**src/hdl/ffba_pkg.sv**
```systemverilog
package ffba_pkg;

   // field widths
   localparam int BS_W    = 13;
   localparam int REQ_W   = 19;
   localparam int OFF_W   = 18;
   localparam int AVAIL_W = 19;

   // block size register
   localparam int BS_RESET = 16;
   localparam int BS_MAX   = 4096;

   // saturation of the available byte count
   localparam int AVAIL_MAX = 524287;

   // pool geometry default
   localparam int NUM_BLOCKS_DEF = 64;

   typedef enum logic {
      OP_ALLOC = 1'b0,
      OP_FREE  = 1'b1
   } op_type;

   typedef enum logic [1:0] {
      STAT_OK         = 2'd0,
      STAT_BAD_SIZE   = 2'd1,
      STAT_NO_SPACE   = 2'd2,
      STAT_BAD_OFFSET = 2'd3
   } status_type;

   typedef enum logic [3:0] {
      S_CLEAR,
      S_IDLE,
      S_CHECK,
      S_DIV,
      S_SCAN,
      S_RL_READ,
      S_RL_WAIT,
      S_MARK,
      S_RESULT
   } state_type;

   // divider result bundle
   typedef struct packed {
      logic             done;
      logic [REQ_W-1:0] quot;
      logic [BS_W-1:0]  rem;
   } div_result_type;

endpackage

```
**src/hdl/ffba_div.sv**
```systemverilog
module ffba_div (
   input  logic                             clock,
   input  logic                             reset,
   input  logic                             start,
   input  logic [ffba_pkg::REQ_W-1:0]       dividend,
   input  logic [ffba_pkg::BS_W-1:0]        divisor,
   output ffba_pkg::div_result_type         result
);
   import ffba_pkg::*;

   localparam int STEP_W = $clog2(REQ_W + 1);

   logic              busy_ff, busy_in;
   logic              done_ff, done_in;
   logic [STEP_W-1:0] step_ff, step_in;
   logic [BS_W:0]     acc_ff, acc_in;
   logic [REQ_W-1:0]  qr_ff, qr_in;
   logic [BS_W-1:0]   dsr_ff, dsr_in;
   logic [BS_W:0]     shifted;
   logic [BS_W+1:0]   trial;

   // one quotient bit per cycle, restoring
   always_comb begin
      shifted = {acc_ff[BS_W-1:0], qr_ff[REQ_W-1]};
      trial   = {1'b0, shifted} - {2'b00, dsr_ff};
      busy_in = busy_ff;
      done_in = 1'b0;
      step_in = step_ff;
      acc_in  = acc_ff;
      qr_in   = qr_ff;
      dsr_in  = dsr_ff;
      if (start) begin
         busy_in = 1'b1;
         step_in = '0;
         acc_in  = '0;
         qr_in   = dividend;
         dsr_in  = divisor;
      end else if (busy_ff) begin
         if (!trial[BS_W+1]) begin
            acc_in = trial[BS_W:0];
            qr_in  = {qr_ff[REQ_W-2:0], 1'b1};
         end else begin
            acc_in = shifted;
            qr_in  = {qr_ff[REQ_W-2:0], 1'b0};
         end
         step_in = step_ff + STEP_W'(1);
         if (step_ff == STEP_W'(REQ_W - 1)) begin
            busy_in = 1'b0;
            done_in = 1'b1;
         end
      end
   end

   always_ff @(posedge clock) begin
      if (reset) begin
         busy_ff <= 1'b0;
         done_ff <= 1'b0;
      end else begin
         busy_ff <= busy_in;
         done_ff <= done_in;
      end
      step_ff <= step_in;
      acc_ff  <= acc_in;
      qr_ff   <= qr_in;
      dsr_ff  <= dsr_in;
   end

   assign result.done = done_ff;
   assign result.quot = qr_ff;
   assign result.rem  = acc_ff[BS_W-1:0];

endmodule

```
**src/hdl/ffba_ram.sv**
```systemverilog
module ffba_ram #(
   parameter int DEPTH = ffba_pkg::NUM_BLOCKS_DEF,
   parameter int WIDTH = 1
) (
   input  logic                     clock,
   input  logic                     wr_en,
   input  logic [$clog2(DEPTH)-1:0] wr_addr,
   input  logic [WIDTH-1:0]         wr_data,
   input  logic                     rd_en,
   input  logic [$clog2(DEPTH)-1:0] rd_addr,
   output logic [WIDTH-1:0]         rd_data
);
   logic [WIDTH-1:0] mem [DEPTH];

   // write port, registered read port
   always_ff @(posedge clock) begin
      if (wr_en) begin
         mem[wr_addr] <= wr_data;
      end
      if (rd_en) begin
         rd_data <= mem[rd_addr];
      end
   end

endmodule

```
**src/hdl/first_fit_block_allocator.sv**
```systemverilog
// Allocate checks the size, divides the bytes by the block size, then scans the block
//   map one entry per cycle for the first free run and marks it; free divides the
//   offset, clears the run. One item is in work at a time; a waiting result does not block
//   acceptance of the next item. Reset (synchronous) runs a clearing pass of NUM_BLOCKS
//   cycles over both memories before the first item is accepted; block size resets to 16.
module first_fit_block_allocator #(
   parameter int NUM_BLOCKS = ffba_pkg::NUM_BLOCKS_DEF
) (
   input  logic                         clock,
   input  logic                         reset,
   input  logic                         req_valid,
   output logic                         req_ready,
   input  logic                         req_opcode,
   input  logic [ffba_pkg::REQ_W-1:0]   req_request_bytes,
   input  logic [ffba_pkg::OFF_W-1:0]   req_free_offset,
   output logic                         rsp_valid,
   input  logic                         rsp_ready,
   output ffba_pkg::status_type         rsp_status,
   output logic [ffba_pkg::OFF_W-1:0]   rsp_block_offset,
   output logic [ffba_pkg::AVAIL_W-1:0] rsp_available_bytes,
   input  logic                         csr_wr_en,
   input  logic [ffba_pkg::BS_W-1:0]    csr_wr_data
);
   import ffba_pkg::*;

   localparam int IW    = $clog2(NUM_BLOCKS);
   localparam int LW    = $clog2(NUM_BLOCKS + 1);
   localparam int PW    = BS_W + LW;
   localparam int CMPW  = (PW > REQ_W) ? PW : REQ_W;
   localparam int OMW   = IW + BS_W;
   localparam int AMW   = LW + BS_W;
   localparam int AMX   = (AMW > AVAIL_W) ? AMW : AVAIL_W;

   state_type         state_ff, state_in;
   logic [BS_W-1:0]   bs_ff, bs_in;
   op_type            op_ff, op_in;
   logic [REQ_W-1:0]  req_ff, req_in;
   logic [OFF_W-1:0]  foff_ff, foff_in;
   status_type        status_ff, status_in;
   logic [LW-1:0]     len_ff, len_in;
   logic [IW-1:0]     head_ff, head_in;
   logic [LW-1:0]     run_ff, run_in;
   logic [LW-1:0]     scan_ff, scan_in;
   logic              rvalid_ff, rvalid_in;
   logic [IW-1:0]     rdidx_ff, rdidx_in;
   logic [IW-1:0]     mark_addr_ff, mark_addr_in;
   logic [LW-1:0]     mark_cnt_ff, mark_cnt_in;
   logic              mark_val_ff, mark_val_in;
   logic [LW-1:0]     biu_ff, biu_in;
   logic [IW-1:0]     clr_ff, clr_in;
   logic              rsp_valid_ff, rsp_valid_in;
   status_type        rsp_status_ff, rsp_status_in;
   logic [OFF_W-1:0]  rsp_off_ff, rsp_off_in;
   logic [AVAIL_W-1:0] rsp_avail_ff, rsp_avail_in;

   div_result_type    div_res;
   logic              div_start;
   logic [REQ_W-1:0]  div_dividend;

   logic              um_wr_en, um_wr_data, um_rd_en, um_rd_data;
   logic [IW-1:0]     um_wr_addr, um_rd_addr;
   logic              rl_wr_en, rl_rd_en;
   logic [IW-1:0]     rl_wr_addr, rl_rd_addr;
   logic [LW-1:0]     rl_wr_data, rl_rd_data;

   logic [CMPW-1:0]   pool;
   logic              bad_size;
   logic              free_bad;
   logic [LW-1:0]     alloc_len;
   logic              scan_issue;
   logic              scan_hit;
   logic              scan_end;
   logic [LW-1:0]     rl_max;
   logic [LW-1:0]     rl_len;
   logic              load_rsp;
   logic [OMW-1:0]    off_prod;
   logic [AMW-1:0]    avail_prod;
   logic [LW-1:0]     free_blocks;

   // divider for byte-to-block conversion
   ffba_div u_div (
      .clock    (clock),
      .reset    (reset),
      .start    (div_start),
      .dividend (div_dividend),
      .divisor  (bs_ff),
      .result   (div_res)
   );

   // block usage map
   ffba_ram #(.DEPTH(NUM_BLOCKS), .WIDTH(1)) u_used_map (
      .clock   (clock),
      .wr_en   (um_wr_en),
      .wr_addr (um_wr_addr),
      .wr_data (um_wr_data),
      .rd_en   (um_rd_en),
      .rd_addr (um_rd_addr),
      .rd_data (um_rd_data)
   );

   // run length per run head
   ffba_ram #(.DEPTH(NUM_BLOCKS), .WIDTH(LW)) u_run_lengths (
      .clock   (clock),
      .wr_en   (rl_wr_en),
      .wr_addr (rl_wr_addr),
      .wr_data (rl_wr_data),
      .rd_en   (rl_rd_en),
      .rd_addr (rl_rd_addr),
      .rd_data (rl_rd_data)
   );

   // shared conditions
   always_comb begin
      pool       = CMPW'(bs_ff) * CMPW'(NUM_BLOCKS);
      bad_size   = (req_ff == '0) || (CMPW'(req_ff) > pool);
      free_bad   = (div_res.rem != '0) || (div_res.quot >= REQ_W'(NUM_BLOCKS));
      alloc_len  = LW'(div_res.quot) + LW'(div_res.rem != '0);
      scan_issue = (state_ff == S_SCAN) && (scan_ff < LW'(NUM_BLOCKS));
      scan_hit   = (state_ff == S_SCAN) && rvalid_ff && !um_rd_data
                   && ((run_ff + LW'(1)) == len_ff);
      scan_end   = (state_ff == S_SCAN) && rvalid_ff && !scan_hit
                   && (rdidx_ff == IW'(NUM_BLOCKS - 1));
      rl_max     = LW'(NUM_BLOCKS) - LW'(head_ff);
      rl_len     = (rl_rd_data > rl_max) ? rl_max : rl_rd_data;
      load_rsp   = (state_ff == S_RESULT) && (!rsp_valid_ff || rsp_ready);
   end

   // next state
   always_comb begin
      state_in = state_ff;
      case (state_ff)
         S_CLEAR: begin
            if (clr_ff == IW'(NUM_BLOCKS - 1)) state_in = S_IDLE;
         end
         S_IDLE: begin
            if (req_valid) state_in = S_CHECK;
         end
         S_CHECK: begin
            if (op_ff == OP_ALLOC && bad_size) state_in = S_RESULT;
            else state_in = S_DIV;
         end
         S_DIV: begin
            if (div_res.done) begin
               if (op_ff == OP_ALLOC) state_in = S_SCAN;
               else if (free_bad) state_in = S_RESULT;
               else state_in = S_RL_READ;
            end
         end
         S_SCAN: begin
            if (scan_hit) state_in = S_MARK;
            else if (scan_end) state_in = S_RESULT;
         end
         S_RL_READ: state_in = S_RL_WAIT;
         S_RL_WAIT: begin
            if (rl_len == '0) state_in = S_RESULT;
            else state_in = S_MARK;
         end
         S_MARK: begin
            if (mark_cnt_ff == LW'(1)) state_in = S_RESULT;
         end
         S_RESULT: begin
            if (load_rsp) state_in = S_IDLE;
         end
         default: state_in = S_CLEAR;
      endcase
   end

   // state outputs: handshake, divider launch, memory ports
   always_comb begin
      req_ready    = (state_ff == S_IDLE);
      div_start    = (state_ff == S_CHECK) && !(op_ff == OP_ALLOC && bad_size);
      div_dividend = (op_ff == OP_ALLOC) ? req_ff : REQ_W'(foff_ff);
      um_rd_en     = scan_issue;
      um_rd_addr   = scan_ff[IW-1:0];
      rl_rd_en     = (state_ff == S_RL_READ);
      rl_rd_addr   = head_ff;
      um_wr_en     = 1'b0;
      um_wr_addr   = mark_addr_ff;
      um_wr_data   = mark_val_ff;
      rl_wr_en     = 1'b0;
      rl_wr_addr   = head_ff;
      rl_wr_data   = mark_val_ff ? len_ff : '0;
      case (state_ff)
         S_CLEAR: begin
            um_wr_en   = 1'b1;
            um_wr_addr = clr_ff;
            um_wr_data = 1'b0;
            rl_wr_en   = 1'b1;
            rl_wr_addr = clr_ff;
            rl_wr_data = '0;
         end
         S_MARK: begin
            um_wr_en = 1'b1;
            rl_wr_en = 1'b1;
         end
         default: begin
            um_wr_en = 1'b0;
            rl_wr_en = 1'b0;
         end
      endcase
   end

   // result products
   always_comb begin
      free_blocks = LW'(NUM_BLOCKS) - biu_ff;
      off_prod    = OMW'(head_ff) * OMW'(bs_ff);
      avail_prod  = AMW'(free_blocks) * AMW'(bs_ff);
   end

   // datapath next values
   always_comb begin
      bs_in         = bs_ff;
      op_in         = op_ff;
      req_in        = req_ff;
      foff_in       = foff_ff;
      status_in     = status_ff;
      len_in        = len_ff;
      head_in       = head_ff;
      run_in        = run_ff;
      scan_in       = scan_ff;
      rvalid_in     = scan_issue;
      rdidx_in      = scan_ff[IW-1:0];
      mark_addr_in  = mark_addr_ff;
      mark_cnt_in   = mark_cnt_ff;
      mark_val_in   = mark_val_ff;
      biu_in        = biu_ff;
      clr_in        = clr_ff;
      rsp_valid_in  = rsp_valid_ff && !rsp_ready;
      rsp_status_in = rsp_status_ff;
      rsp_off_in    = rsp_off_ff;
      rsp_avail_in  = rsp_avail_ff;

      // clamp block size writes into 1..4096
      if (csr_wr_en) begin
         if (csr_wr_data == '0) bs_in = BS_W'(1);
         else if (csr_wr_data > BS_W'(BS_MAX)) bs_in = BS_W'(BS_MAX);
         else bs_in = csr_wr_data;
      end

      if (state_ff == S_CLEAR) clr_in = clr_ff + IW'(1);

      // capture the item
      if (req_valid && req_ready) begin
         op_in   = op_type'(req_opcode);
         req_in  = req_request_bytes;
         foff_in = req_free_offset;
      end

      if (state_ff == S_CHECK) begin
         if (op_ff == OP_ALLOC && bad_size) status_in = STAT_BAD_SIZE;
         else status_in = STAT_OK;
      end

      // divider done: set run length or head block
      if (state_ff == S_DIV && div_res.done) begin
         len_in  = alloc_len;
         head_in = div_res.quot[IW-1:0];
         run_in  = '0;
         scan_in = '0;
         if (op_ff == OP_FREE && free_bad) status_in = STAT_BAD_OFFSET;
      end

      // first-fit scan: count consecutive free blocks
      if (scan_issue) scan_in = scan_ff + LW'(1);
      if (state_ff == S_SCAN && rvalid_ff) begin
         run_in = um_rd_data ? '0 : run_ff + LW'(1);
      end
      if (scan_hit) begin
         head_in      = rdidx_ff - IW'(len_ff) + IW'(1);
         mark_addr_in = rdidx_ff - IW'(len_ff) + IW'(1);
         mark_cnt_in  = len_ff;
         mark_val_in  = 1'b1;
         biu_in       = biu_ff + len_ff;
      end
      if (scan_end) status_in = STAT_NO_SPACE;

      // release path
      if (state_ff == S_RL_WAIT) begin
         len_in       = rl_len;
         mark_addr_in = head_ff;
         mark_cnt_in  = rl_len;
         mark_val_in  = 1'b0;
         biu_in       = (biu_ff >= rl_len) ? biu_ff - rl_len : '0;
      end

      // walk the run
      if (state_ff == S_MARK) begin
         mark_addr_in = mark_addr_ff + IW'(1);
         mark_cnt_in  = mark_cnt_ff - LW'(1);
      end

      // load the result register
      if (load_rsp) begin
         rsp_valid_in  = 1'b1;
         rsp_status_in = status_ff;
         if (op_ff == OP_ALLOC && status_ff == STAT_OK) rsp_off_in = OFF_W'(off_prod);
         else rsp_off_in = '0;
         if (AMX'(avail_prod) > AMX'(AVAIL_MAX)) rsp_avail_in = AVAIL_W'(AVAIL_MAX);
         else rsp_avail_in = AVAIL_W'(avail_prod);
      end
   end

   always_ff @(posedge clock) begin
      if (reset) begin
         state_ff     <= S_CLEAR;
         clr_ff       <= '0;
         bs_ff        <= BS_W'(BS_RESET);
         biu_ff       <= '0;
         rvalid_ff    <= 1'b0;
         rsp_valid_ff <= 1'b0;
      end else begin
         state_ff     <= state_in;
         clr_ff       <= clr_in;
         bs_ff        <= bs_in;
         biu_ff       <= biu_in;
         rvalid_ff    <= rvalid_in;
         rsp_valid_ff <= rsp_valid_in;
      end
      op_ff         <= op_in;
      req_ff        <= req_in;
      foff_ff       <= foff_in;
      status_ff     <= status_in;
      len_ff        <= len_in;
      head_ff       <= head_in;
      run_ff        <= run_in;
      scan_ff       <= scan_in;
      rdidx_ff      <= rdidx_in;
      mark_addr_ff  <= mark_addr_in;
      mark_cnt_ff   <= mark_cnt_in;
      mark_val_ff   <= mark_val_in;
      rsp_status_ff <= rsp_status_in;
      rsp_off_ff    <= rsp_off_in;
      rsp_avail_ff  <= rsp_avail_in;
   end

   assign rsp_valid           = rsp_valid_ff;
   assign rsp_status          = rsp_status_ff;
   assign rsp_block_offset    = rsp_off_ff;
   assign rsp_available_bytes = rsp_avail_ff;

endmodule

```
**config.mk**
```make
export PLATFORM = sky130hd
export DESIGN_NAME = first_fit_block_allocator
export DESIGN_NICKNAME = d
export VERILOG_FILES = /design/src/hdl/ffba_pkg.sv /design/src/hdl/ffba_div.sv /design/src/hdl/ffba_ram.sv /design/src/hdl/first_fit_block_allocator.sv
export SDC_FILE = /design/constraint.sdc
export NUM_CORES = 1
export LEC_CHECK = 0
export ABC_AREA = 1
export BUFFER_PORTS_ARGS = -buffer_cell sky130_fd_sc_hd__clkbuf_2
export CORE_UTILIZATION = 55
export CTS_CLUSTER_SIZE = 20
export DETAILED_ROUTE_END_ITERATION = 12
export PLACE_DENSITY_LB_ADDON = 0.15
export SLEW_MARGIN = 5
export SYNTH_ARGS = -nofsm -noshare
export SYNTH_HDL_FRONTEND = slang
export SYNTH_SLANG_ARGS = --single-unit
```
**constraint.sdc**
```tcl
create_clock -name clock -period 7.6 [get_ports clock]
set_clock_uncertainty 0.15 [all_clocks]
set_input_delay 1.9 -clock clock [delete_from_list [all_inputs] [get_ports clock]]
set_output_delay 1.9 -clock clock [all_outputs]
set_load 0.005 [all_outputs]
```
==> results_dict.tcl <==
set metrics [dict create \
    status "finished, final reports clean" \
    synth_simple_gate_area_share_pct 14.8 \
    clock_sinks 730 \
    ir_drop_mv 0.198 \
    coreArea_um2 67300 \
    drtAntennaViolNets 0 \
    seq_area_frac_synth_pct 57.0 \
    crit_arrival_ns 6.32 \
    synth_top_family_by_area "simple AND/OR/NAND/NOR gates" \
    fin_cells 4657 \
    grt_pass1_wl_um 143000 \
    final.fill_count 5625 \
    synth_cell_types 60 \
    synth.most_common_cell "edfxtp_1" \
    cts_tree "yes" \
    synth_fa_ha_area_share_pct 9.84 \
    finalSetupViolations 0 \
    drv_slew 0 \
    synth_area_um2 37400 \
    post_drt_wl_per_cell_um 19.7 \
    cts-resized-gates 0 \
    cts-root-buf "clkbuf_16" \
    power_frac_seq_pct 50.1 \
    setup_slack_ns 1.47 \
    comb_power_share_pct 8.8 \
    synth-seq-cells 730 \
    dr.pass1.iters 6 \
    cts-htree-levels 3 \
    final_area_um2 41200 \
    start_util_pct 55.6 \
    cts_hold_buf 0 \
    ys.flop_type "edfxtp_1" \
    fin_crit_sh_pct 80.6 \
    switching_share_pct 24.7 \
    rows 95 \
    syn_area_per_cell_um2 10.2 \
    p_leak_nw 16.1 \
    grt.overflow.total 0 \
    cp.required_ns 7.79 \
    slew_headroom_pct 28.1 \
    powerDensity_nw_per_um2 223 \
    finalHoldViolCount 0 \
    grt_max_degree 89 \
    grt_pass1_vias 25405 \
    clk_path_buf_depth 3 \
    final_util_pct 61.2 \
    fin_setup_tns_ns 0 \
    cts_buffers 78 \
    dpl.cell_count 4517 \
    drive_gt1_share_pct 8.57 \
    place.gp.congestion 0.954 \
    portBuffers 96 \
    synth_nets 3963 \
    synth_common_cells "edfxtp_1, nor2_1, nand2_1, o21ai_0, inv_1" \
    cts_setup_buffers 0 \
    switchingPower_mw 2.27 \
    die_w_um 263 \
    synth-compound-area-share_pct 11.5 \
    ys_top_cells_by_area "edfxtp_1, nor2_1, fa_1, nand2_1, o21ai_0" \
    critPathMaxFanout 19 \
    via_per_inst 5.67 \
    ys.warnings.count 0 \
    crit_type "flip-flop to flip-flop" \
    worst_slew_pin_slew_ns 1.07 \
    drv_cap 0 \
    areaGrowthSynthToFinish_pct 10.1 \
    crit_path_start_kind "flip-flop" \
    dp_slack_ns 1.54 \
    place_area_um2 38600 \
    max_freq_mhz 163 \
    hp-class "flip-flop to flip-flop" \
    crit_path_end_kind "flip-flop" \
    p_clk_share_pct 41.1 \
    drtIter0Drc 2279 \
    die_y_um 263 \
    dpl.hpwl_um 59200 \
    path_clk_slew_ns 0.06 \
    boundaryPins 97 \
    grt_antenna_before_repair 1 \
    synth_edf_count 669 \
    synth-xor-area-share_pct 1.15 \
    vias 26400 \
    routed_wl_um 91800 \
    min_period_ns 6.13 \
    async_flop_share_pct 0 \
    layout.nets 4013 \
    synthMuxAreaShare_pct 0 \
    remaining_drc_errors 0 \
    clk_latency_ns 0.65 \
    synth_cells 3674 \
    synthDominantCellAreaShare_pct 53.7 \
    grt_usage_pct 26.6 \
    yosys.area.top_type "edfxtp_1" \
    rsz0062_at_grt "false" \
    die_area_um2 69100 \
    p_int_mw 6.93 \
    r2r_setup_slack_ns 1.47 \
]
## layer usage
| layer | up-vias | GRT usage (%) | wire length, um |
|---|---|---|---|
| met1 | 12723 | 35.9 | 39100 |
| met4 | 0 | 9.87 | 3040 |
| li1 | 12704 | - | - |
| met5 | - | 0 | 0 |
| met3 | 179 | 3.05 | 5080 |
| met2 | 794 | 44.4 | 44500 |
## cell usage in the layout (no fill, tap or decap), drive strengths merged
cell type  netlist  routed
nand4           24      24
o211ai          17      17
nand2          526     526
nor2           638     638
bufinv           0       7
nand3b           4       4
a211oi           1       1
edfxtp         669     669
buf             60      33
diode            0       2
nor4             5       5
and3             1       1
clkinvlp         0       1
a31o             1       1
o211a            1       1
nor3b            1       1
o31ai            5       5
o21ai          413     413
a31oi           19      19
a21boi           3       3
ha             131     131
o22ai          138     138
a22oi            2       2
inv            383     384
o2111ai          2       2
dfxtp           61      61
or2             11      11
clkinv           3      35
fa             102     102
o21bai           5       5
a21o             8       8
xor2            27      27
o221ai          14      14
or4              1       1
xnor2           20      20
nor3            31      31
a221oi           1       1
a21oi          141     141
clkbuf          99     193
nand3          106     106
## kinds of logic after synthesis
group | Yosys count
adders and majority gates | 233
xor gates and xnor gates | 47
buffers and inverters | 545
AOI/OAI and AO/OA | 771
DFF | 730
and+or+nand+nor | 1348
## registers in the layout, indices dropped and copies added (netlist names), 6 cells and up
name,flops
biu_ff,7
bs_ff,13
clr_ff,6
foff_ff,18
head_ff,6
len_ff,7
mark_addr_ff,6
mark_cnt_ff,7
rdidx_ff,6
req_ff,19
rsp_available_bytes,19
rsp_block_offset,18
run_ff,7
scan_ff,7
u_div.acc_ff,13
u_div.dsr_ff,13
u_div.qr_ff,19
u_run_lengths.mem,448
u_run_lengths.rd_data,7
u_used_map.mem,64
## worst max-delay path, stage by stage, from the launching register on
cell	delay, ns
dfxtp_1	0.44
inv_1	0.12
ha_1	0.22
nand2_1	0.08
or2_2	0.11
nor2_1	0.04
or2_2	0.27
nand2_1	0.33
inv_1	0.14
nand2_1	0.10
fa_1	0.43
fa_1	0.50
inv_1	0.05
fa_1	0.48
inv_1	0.05
fa_1	0.47
inv_1	0.04
ha_1	0.33
inv_1	0.08
nor3_1	0.18
nand2_1	0.09
o211ai_2	0.11
nand2_2	0.07
o21ai_2	0.20
nand2_1	0.10
nand2_2	0.11
xor2_4	0.39
o21ai_0	0.15
## final timing paths
path,cells after the start,startpoint,to
min reg2reg,0,scan_ff[3]$_SDFFCE_PN0P_,rdidx_ff[3]$_DFF_P_
max reg2reg,27,biu_ff[1]$_SDFFE_PP0P_,rsp_available_bytes[5]$_SDFFCE_PN1P_
max,27,biu_ff[1]$_SDFFE_PP0P_,rsp_available_bytes[5]$_SDFFCE_PN1P_
min,0,scan_ff[3]$_SDFFCE_PN0P_,rdidx_ff[3]$_DFF_P_
## stage by stage
stage	hold slack (ns)	power [mW]
3_3_place_gp	0.274	5.49
3_5_place_dp	0.277	5.50
5_1_grt	0.301	9.50
4_1_cts	0.292	9.24
6_report	0.295	9.19
2_1_floorplan	0.196	5.22
## power by group through the flow
stage	clock, mW	sequential, mW	combinational [mW]
after global placement	0	4.69	0.797
final	3.78	4.61	0.810
after global routing	3.97	4.62	0.910
after floorplan	0	4.67	0.559
after CTS	3.82	4.61	0.813
after detailed placement	0	4.69	0.808
## area by class of cell
class	instances	area [um2]	area share, %
clock inverters	41	512	1.24
clock buffers	97	2030	4.94
repair buffers	129	728	1.77
flip-flops and latches	730	21300	51.7
diodes	2	5.00	0.0122
multi-input cells	2399	14100	34.1
inverters	386	1460	3.54
well taps	873	1090	2.65
(Power assumes the default switching activity.)
